**src/hw/rtl/afc_pkg.sv**
```systemverilog
package afc_pkg;

  localparam int NUM_PLANES = 6;
  localparam int PlaneIdxW  = (NUM_PLANES > 1) ? $clog2(NUM_PLANES) : 1;

  localparam int CoefW  = 16;
  localparam int ProdW  = 2 * CoefW;
  localparam int DShift = 12;
  localparam int AccW   = ProdW + 2;

  typedef struct packed {
    logic signed [CoefW-1:0] a;
    logic signed [CoefW-1:0] b;
    logic signed [CoefW-1:0] c;
    logic signed [CoefW-1:0] d;
  } plane_t;

  typedef struct packed {
    logic start;
    logic accum;
  } mac_ctrl_t;

  localparam logic KIND_LOAD = 1'b0;
  localparam logic KIND_TEST = 1'b1;

endpackage

```
**src/hw/rtl/afc_mac.sv**
```systemverilog
module afc_mac import afc_pkg::*; (
  input  logic                    clk_i,
  input  mac_ctrl_t               ctrl_i,
  input  logic signed [CoefW-1:0] coef_i,
  input  logic signed [CoefW-1:0] lo_i,
  input  logic signed [CoefW-1:0] hi_i,
  input  logic signed [CoefW-1:0] offset_i,
  output logic                    le_zero_o
);

  logic signed [CoefW-1:0] sel;
  logic signed [ProdW-1:0] prod_d, prod_q;
  logic signed [AccW-1:0]  acc_d, acc_q, sum;

  // larger of coef*lo and coef*hi picks the corner by the sign of coef
  always_comb begin
    if (coef_i >= 0) begin
      sel = (lo_i > hi_i) ? lo_i : hi_i;
    end else begin
      sel = (lo_i < hi_i) ? lo_i : hi_i;
    end
  end

  assign prod_d = coef_i * sel;
  assign sum    = acc_q + AccW'(prod_q);

  always_comb begin
    priority if (ctrl_i.start) begin
      acc_d = {{(AccW - CoefW - DShift){offset_i[CoefW-1]}}, offset_i, {DShift{1'b0}}};
    end else if (ctrl_i.accum) begin
      acc_d = sum;
    end else begin
      acc_d = acc_q;
    end
  end

  assign le_zero_o = sum[AccW-1] || (sum == '0);

  always_ff @(posedge clk_i) begin
    prod_q <= prod_d;
    acc_q  <= acc_d;
  end

endmodule

```
**src/hw/rtl/aabb_frustum_cull.sv**
```systemverilog
// box against frustum culling with a store of clipping planes
// input channel: in_valid_i / in_stall_o carry one word per item
//   kind_i = load: coef_a_i..coef_d_i go to slot plane_index_i, no result;
//   a slot index beyond the store is dropped
//   kind_i = test: box_min_* / box_max_* give the box, one result follows
// output channel: out_valid_o / out_stall_i carry box_visible_o
//   (1 = visible, 0 = culled behind some plane)
// a test runs plane by plane through one shared multiply-accumulate unit,
// in four steps per plane (three products and the final add and compare),
// stopping at the first plane that culls the box
// a test examines from 1 to 6 planes
// in_stall_o is high while a test is in flight; else loads stream at one per cycle
// reset clears all planes to zero, so every box is culled until planes are
// loaded, and drops any pending result
// a stalled result waits in the output register; the next test may be
// accepted meanwhile but does not finish until that register frees up
module aabb_frustum_cull import afc_pkg::*; (
  input  logic              clk_i,
  input  logic              rst_ni,
  input  logic              in_valid_i,
  output logic              in_stall_o,
  input  logic              kind_i,
  input  logic [2:0]        plane_index_i,
  input  logic signed [15:0] coef_a_i,
  input  logic signed [15:0] coef_b_i,
  input  logic signed [15:0] coef_c_i,
  input  logic signed [15:0] coef_d_i,
  input  logic signed [15:0] box_min_x_i,
  input  logic signed [15:0] box_min_y_i,
  input  logic signed [15:0] box_min_z_i,
  input  logic signed [15:0] box_max_x_i,
  input  logic signed [15:0] box_max_y_i,
  input  logic signed [15:0] box_max_z_i,
  output logic              out_valid_o,
  input  logic              out_stall_i,
  output logic              box_visible_o
);

  typedef enum logic [1:0] {
    ST_IDLE,
    ST_RUN,
    ST_DONE
  } state_e;

  typedef enum logic [1:0] {
    STEP_X,
    STEP_Y,
    STEP_Z,
    STEP_CHK
  } step_e;

  state_e                 state_q, state_d;
  step_e                  step_q, step_d;
  logic [PlaneIdxW-1:0]   plane_q, plane_d;
  logic                   res_q, res_d;
  logic                   out_valid_q, out_valid_d;
  logic                   out_vis_q, out_vis_d;

  plane_t                 store_q [NUM_PLANES];
  logic signed [CoefW-1:0] mnx_q, mny_q, mnz_q, mxx_q, mxy_q, mxz_q;

  logic                   accept;
  logic                   load_we;
  logic                   test_go;
  plane_t                 cur;
  mac_ctrl_t              ctrl;
  logic signed [CoefW-1:0] coef, lo, hi;
  logic                   le_zero;

  assign in_stall_o    = (state_q != ST_IDLE);
  assign accept        = in_valid_i && !in_stall_o;
  assign load_we       = accept && (kind_i == KIND_LOAD) &&
                         ({1'b0, plane_index_i} < 4'(NUM_PLANES));
  assign test_go       = accept && (kind_i == KIND_TEST);
  assign out_valid_o   = out_valid_q;
  assign box_visible_o = out_vis_q;
  assign cur           = store_q[plane_q];

  // operand select for the shared unit
  always_comb begin
    ctrl = '0;
    coef = cur.a;
    lo   = mnx_q;
    hi   = mxx_q;
    unique case (step_q)
      STEP_X: begin
        ctrl.start = (state_q == ST_RUN);
      end
      STEP_Y: begin
        coef       = cur.b;
        lo         = mny_q;
        hi         = mxy_q;
        ctrl.accum = (state_q == ST_RUN);
      end
      STEP_Z: begin
        coef       = cur.c;
        lo         = mnz_q;
        hi         = mxz_q;
        ctrl.accum = (state_q == ST_RUN);
      end
      STEP_CHK: begin
      end
      default: begin
      end
    endcase
  end

  afc_mac u_mac (
    .clk_i     (clk_i),
    .ctrl_i    (ctrl),
    .coef_i    (coef),
    .lo_i      (lo),
    .hi_i      (hi),
    .offset_i  (cur.d),
    .le_zero_o (le_zero)
  );

  always_comb begin
    state_d     = state_q;
    step_d      = step_q;
    plane_d     = plane_q;
    res_d       = res_q;
    out_valid_d = out_valid_q && out_stall_i;
    out_vis_d   = out_vis_q;
    unique case (state_q)
      ST_IDLE: begin
        if (test_go) begin
          state_d = ST_RUN;
          step_d  = STEP_X;
          plane_d = '0;
        end
      end
      ST_RUN: begin
        unique case (step_q)
          STEP_X:   step_d = STEP_Y;
          STEP_Y:   step_d = STEP_Z;
          STEP_Z:   step_d = STEP_CHK;
          STEP_CHK: begin
            step_d = STEP_X;
            if (le_zero) begin
              res_d   = 1'b0;
              state_d = ST_DONE;
            end else if (plane_q == PlaneIdxW'(NUM_PLANES - 1)) begin
              res_d   = 1'b1;
              state_d = ST_DONE;
            end else begin
              plane_d = plane_q + 1'b1;
            end
          end
          default:  step_d = STEP_X;
        endcase
      end
      ST_DONE: begin
        if (!out_valid_q || !out_stall_i) begin
          out_valid_d = 1'b1;
          out_vis_d   = res_q;
          state_d     = ST_IDLE;
        end
      end
      default: begin
        state_d = ST_IDLE;
      end
    endcase
  end

  always_ff @(posedge clk_i or negedge rst_ni) begin
    if (!rst_ni) begin
      state_q     <= ST_IDLE;
      step_q      <= STEP_X;
      plane_q     <= '0;
      res_q       <= 1'b0;
      out_valid_q <= 1'b0;
      out_vis_q   <= 1'b0;
    end else begin
      state_q     <= state_d;
      step_q      <= step_d;
      plane_q     <= plane_d;
      res_q       <= res_d;
      out_valid_q <= out_valid_d;
      out_vis_q   <= out_vis_d;
    end
  end

  // plane store
  always_ff @(posedge clk_i or negedge rst_ni) begin
    if (!rst_ni) begin
      for (int i = 0; i < NUM_PLANES; i++) begin
        store_q[i] <= '0;
      end
    end else if (load_we) begin
      store_q[plane_index_i[PlaneIdxW-1:0]] <= '{a: coef_a_i, b: coef_b_i,
                                                 c: coef_c_i, d: coef_d_i};
    end
  end

  // box word
  always_ff @(posedge clk_i) begin
    if (test_go) begin
      mnx_q <= box_min_x_i;
      mny_q <= box_min_y_i;
      mnz_q <= box_min_z_i;
      mxx_q <= box_max_x_i;
      mxy_q <= box_max_y_i;
      mxz_q <= box_max_z_i;
    end
  end

`ifndef SYNTHESIS
  a_test_busy: assert property (@(posedge clk_i) disable iff (!rst_ni)
    test_go |=> in_stall_o)
    else $error("test word did not make the block busy");

  a_load_free: assert property (@(posedge clk_i) disable iff (!rst_ni)
    (accept && kind_i == KIND_LOAD) |=> !in_stall_o)
    else $error("load word left the block busy");

  a_plane_range: assert property (@(posedge clk_i) disable iff (!rst_ni)
    (state_q == ST_RUN) |-> ({1'b0, plane_q} < (PlaneIdxW + 1)'(NUM_PLANES)))
    else $error("plane counter out of range");

  a_result_out: assert property (@(posedge clk_i) disable iff (!rst_ni)
    (state_q == ST_DONE && !(out_valid_q && out_stall_i))
      |=> (out_valid_o && box_visible_o == $past(res_q)))
    else $error("finished result not presented");
`endif

endmodule
```
**config.mk**
```make
export PLATFORM = sky130hd
export DESIGN_NAME = aabb_frustum_cull
export DESIGN_NICKNAME = d
export VERILOG_FILES = /design/src/hw/rtl/afc_pkg.sv /design/src/hw/rtl/afc_mac.sv /design/src/hw/rtl/aabb_frustum_cull.sv
export SDC_FILE = /design/constraint.sdc
export NUM_CORES = 2
export LEC_CHECK = 0
export ABC_AREA = 1
export BUFFER_PORTS_ARGS = -buffer_cell sky130_fd_sc_hd__buf_2
export CORE_MARGIN = 2
export CORE_UTILIZATION = 40
export CTS_CLUSTER_SIZE = 12
export DETAILED_ROUTE_END_ITERATION = 12
export GPL_TIMING_DRIVEN = 0
export PLACE_DENSITY_LB_ADDON = 0.2
export SLEW_MARGIN = 0
export SYNTH_ARGS = -nofsm -noshare
export SYNTH_HDL_FRONTEND = slang
export SYNTH_HIERARCHICAL = 1
export SYNTH_SLANG_ARGS = --single-unit
```
**constraint.sdc**
```tcl
create_clock -name clk_i -period 15.95 [get_ports clk_i]
set_clock_uncertainty 0.2 [all_clocks]
set_input_delay 0.7975 -clock clk_i [delete_from_list [all_inputs] [get_ports clk_i]]
set_output_delay 0.7975 -clock clk_i [all_outputs]
set_load 0.02 [all_outputs]
```
==> reports/summary.json <==
{
  "clocking": {
    "worst_skew_pair.late_latency_ns": 0.66,
    "h-tree-depth": 2,
    "clk_pin_slew_worst_paths_ns": 0.06,
    "ctsLongestPathBuffers": 3,
    "number_of_clock_buffers_inserted_by_tritoncts": 58,
    "cts-resized-gates": 0,
    "cts.sink_count": 556,
    "clock_tree_from_tritoncts": "built",
    "root_buffer": "clkbuf_16",
    "cts.repair_timing.setup_buffer_count": 0,
    "cts_hold_buf": 0
  },
  "floorplanning": {
    "floorplan.die_area_um2": 97700,
    "coreArea_um2": 94700,
    "rows": 113,
    "initial_utilization_pct": 40.2,
    "io_pins": 171,
    "die-width_um": 313,
    "die_h_um": 313
  },
  "critical_path": {
    "cp-end-kind": "register",
    "crit_path_start_kind": "register",
    "timing.setup.critical_path_class": "reg2reg",
    "data_required_time_at_the_worst_endpoint_ns": 16.29,
    "critPathSlowestCell": "nor3_1",
    "critical_path.max_stage_delay_ns": 0.95,
    "cp_data_arrival_time_ns": 11.87,
    "crit_fanout": 10
  },
  "routing": {
    "via_per_inst": 5.09,
    "drtAntennaViolNets": 0,
    "dr.first_iter.drc_count": 2664,
    "route.final.wire_length_mm": 121,
    "firstDrtPassIters": 6,
    "detail_route.drc_violations": 0,
    "routed-via-count": 32125,
    "avgRoutedWirePerCell_um": 19.2
  },
  "synthesis": {
    "synth_cell_types": 55,
    "synth_top_area_share_pct": 25.9,
    "simple_gate_share_of_the_synthesized_area_pct": 21.5,
    "synth.ff_latch_count": 556,
    "syn-instance-count": 4764,
    "post_synth_mux_area_share_pct": 0.0296,
    "asr_flop_ratio_synth_pct": 70.9,
    "syn-num-nets": 5332,
    "compound_cell_area_share_of_the_yosys_netlist_pct": 10.8,
    "synth_area_um2": 38100,
    "yosysWarningCount": 6,
    "top_reg_cell_synth": "dfrtp_1",
    "synth.yosys.seq_area_share_pct": 37.5,
    "post_synth.cell_area_avg_um2": 8.00,
    "dominant_combinational_cell_family_by_area_after_synthesis": "simple AND/OR/NAND/NOR gates",
    "synth-xor-area-share_pct": 1.03,
    "synth_adder_area_share_pct": 18.3,
    "netlist_top_cells_area": "dfrtp_1 26%, fa_1 14%, nand2_1 12%",
    "synthDominantAreaCellType": "dfrtp_1",
    "synth_enable_flop_cells": 118
  },
  "grt": {
    "grt-ovfl-total": 0,
    "use_met3_pct": 3.44,
    "antenna_found_initial": 6,
    "grt_first_pass_wirelength_mm": 186,
    "grt_pass1_vias": 31281,
    "grt_use_total_pct": 24.7,
    "global_route.peak_usage_layer": "met2",
    "grt_max_degree": 112,
    "grt.met1_usage_pct": 35.7,
    "grtUsageMet2_pct": 38.1
  },
  "placed_design": {
    "routabilityCongestion": 0.942,
    "dp_slack_ns": 4.52,
    "portBuffers": 170,
    "dpl.hpwl_mm": 95.0
  },
  "flow_run": {
    "max_cap_violations": 0
  },
  "sta": {
    "setup_repair_after_global_routing_missed_its_margin": "no",
    "timing.final.crit_share_pct": 72.3,
    "finalWorstSetupSlack_ns": 4.42,
    "setup-tns-final_ns": 0,
    "timing.max_slew.rel_slack_pct": 9.76,
    "worst_pin_slew_ns": 1.35,
    "hold_viol_final": 0,
    "finalSetupViolations": 0,
    "final_max_slew_viol_count": 0,
    "timing.fmax_ghz": 0.0868,
    "timing.final.crit_period_ns": 11.53
  },
  "hold_path": {
    "hold_path.class": "in2async"
  },
  "finish": {
    "final_util_pct": 44.8,
    "filler_cell_count": 9770,
    "layout.nets": 5566,
    "drive_above_1_share_pct": 9.40,
    "syn2layout_area_growth_pct": 11.4
  },
  "run_status": {
    "outcome": "complete, no violations"
  }
}
## flip-flops by register name, indices dropped and copies added, names as in the netlist
register       flops
box_visible_o      1
mnx_q             16
mny_q             16
mnz_q             16
mxx_q             16
mxy_q             16
mxz_q             16
out_valid_o        1
plane_q            3
res_q              1
state_q            2
step_q             2
store_q          384
u_mac/acc_q       34
u_mac/prod_q      32
## logic make-up (layout without fill, tap and decap cells)
family          Yosys count  in the layout
fa+ha+maj               400            400
xor+xnor                 45             45
compound gates          775            775
other cells               0              6
buf+inv                 988           1267
simple gates           1999           1999
mux                       1              1
flops                   556            556
## final timing paths
path / from / endpoint / slack, ns / cells past startpoint
worst max-delay path: step_q[0] / u_mac/prod_q[29] / 4.42 / 36
worst min-delay path: rst_ni / store_q[358] / 0.002 / 1
worst max register to register: step_q[0] / u_mac/prod_q[29] / 4.42 / 36
worst min register to register: u_mac/acc_q[9] / u_mac/acc_q[9] / 0.27 / 2
max in group asynchronous: rst_ni / store_q[60] / 14.52 / 2
min in group clk_i: box_min_z_i[6] / mnz_q[6] / 0.13 / 1
## worst max-delay path, delay by kind of cell, from the launching register on
family | cells | cell delay [ns]
DFF | 1 | 0.38
adders and majority gates | 9 | 4.40
and+or+nand+nor | 12 | 2.83
buffers and inverters | 10 | 2.50
AOI/OAI and AO/OA | 4 | 0.88
xor gates and xnor gates | 1 | 0.17
## through the flow
stage               hold slack, ns  cell area [um2]  std cells
finish                     0.00177            42400       6314
global route                0.0653            42400       6313
CTS                         0.0111            42400       6308
detailed placement           0.263            40600       6203
global placement             0.259            40500       6199
floorplan                    0.244            38100       4764
## cells in the mapped netlist, types with 27 or more instances
cell	number
xor2_1	27
clkbuf_1	72
dfrtp_1	394
buf_6	27
fa_1	263
o21ai_0	368
o21ai_1	161
inv_1	762
nand2_1	1226
a21oi_1	168
edfxtp_1	118
dfxtp_1	44
buf_4	32
nor2_1	390
buf_2	77
ha_1	137
nand3_1	269
## cell type report
cell class / count / area (um2) / area share (%)
tap: 1265 / 1580 / 3.73
sequential: 556 / 14300 / 33.7
inverter: 768 / 2890 / 6.80
timing repair buffer: 174 / 971 / 2.29
buffer: 220 / 1260 / 2.96
clock buffer: 90 / 1670 / 3.94
antenna: 6 / 15.0 / 0.0354
multi-input combinational: 3220 / 19700 / 46.3
clock inverter: 15 / 110 / 0.259
## per-layer routing
metal	vias up	part of all wire, %
met5	-	0
met4	0	3.8
met3	210	6.4
met2	1021	44
met1	15513	46
li1	15381	-
## cells in the final DEF (no fill, tap or decap), types with 18 or more instances in the layout
cell / n
nand2_1: 1226
inv_1: 761
dfrtp_1: 394
nor2_1: 390
o21ai_0: 368
nand3_1: 269
fa_1: 263
buf_2: 246
a21oi_1: 168
o21ai_1: 161
ha_1: 137
edfxtp_1: 118
clkbuf_1: 93
clkbuf_16: 58
dfxtp_1: 44
buf_4: 32
buf_6: 27
xor2_1: 27
o22ai_1: 26
nor3_1: 20
nand4_1: 20
xnor2_1: 18
Power is left out: the tool's default activity adds up to more than one toggle a clock period on the data nets, which glitch-free logic cannot reach.
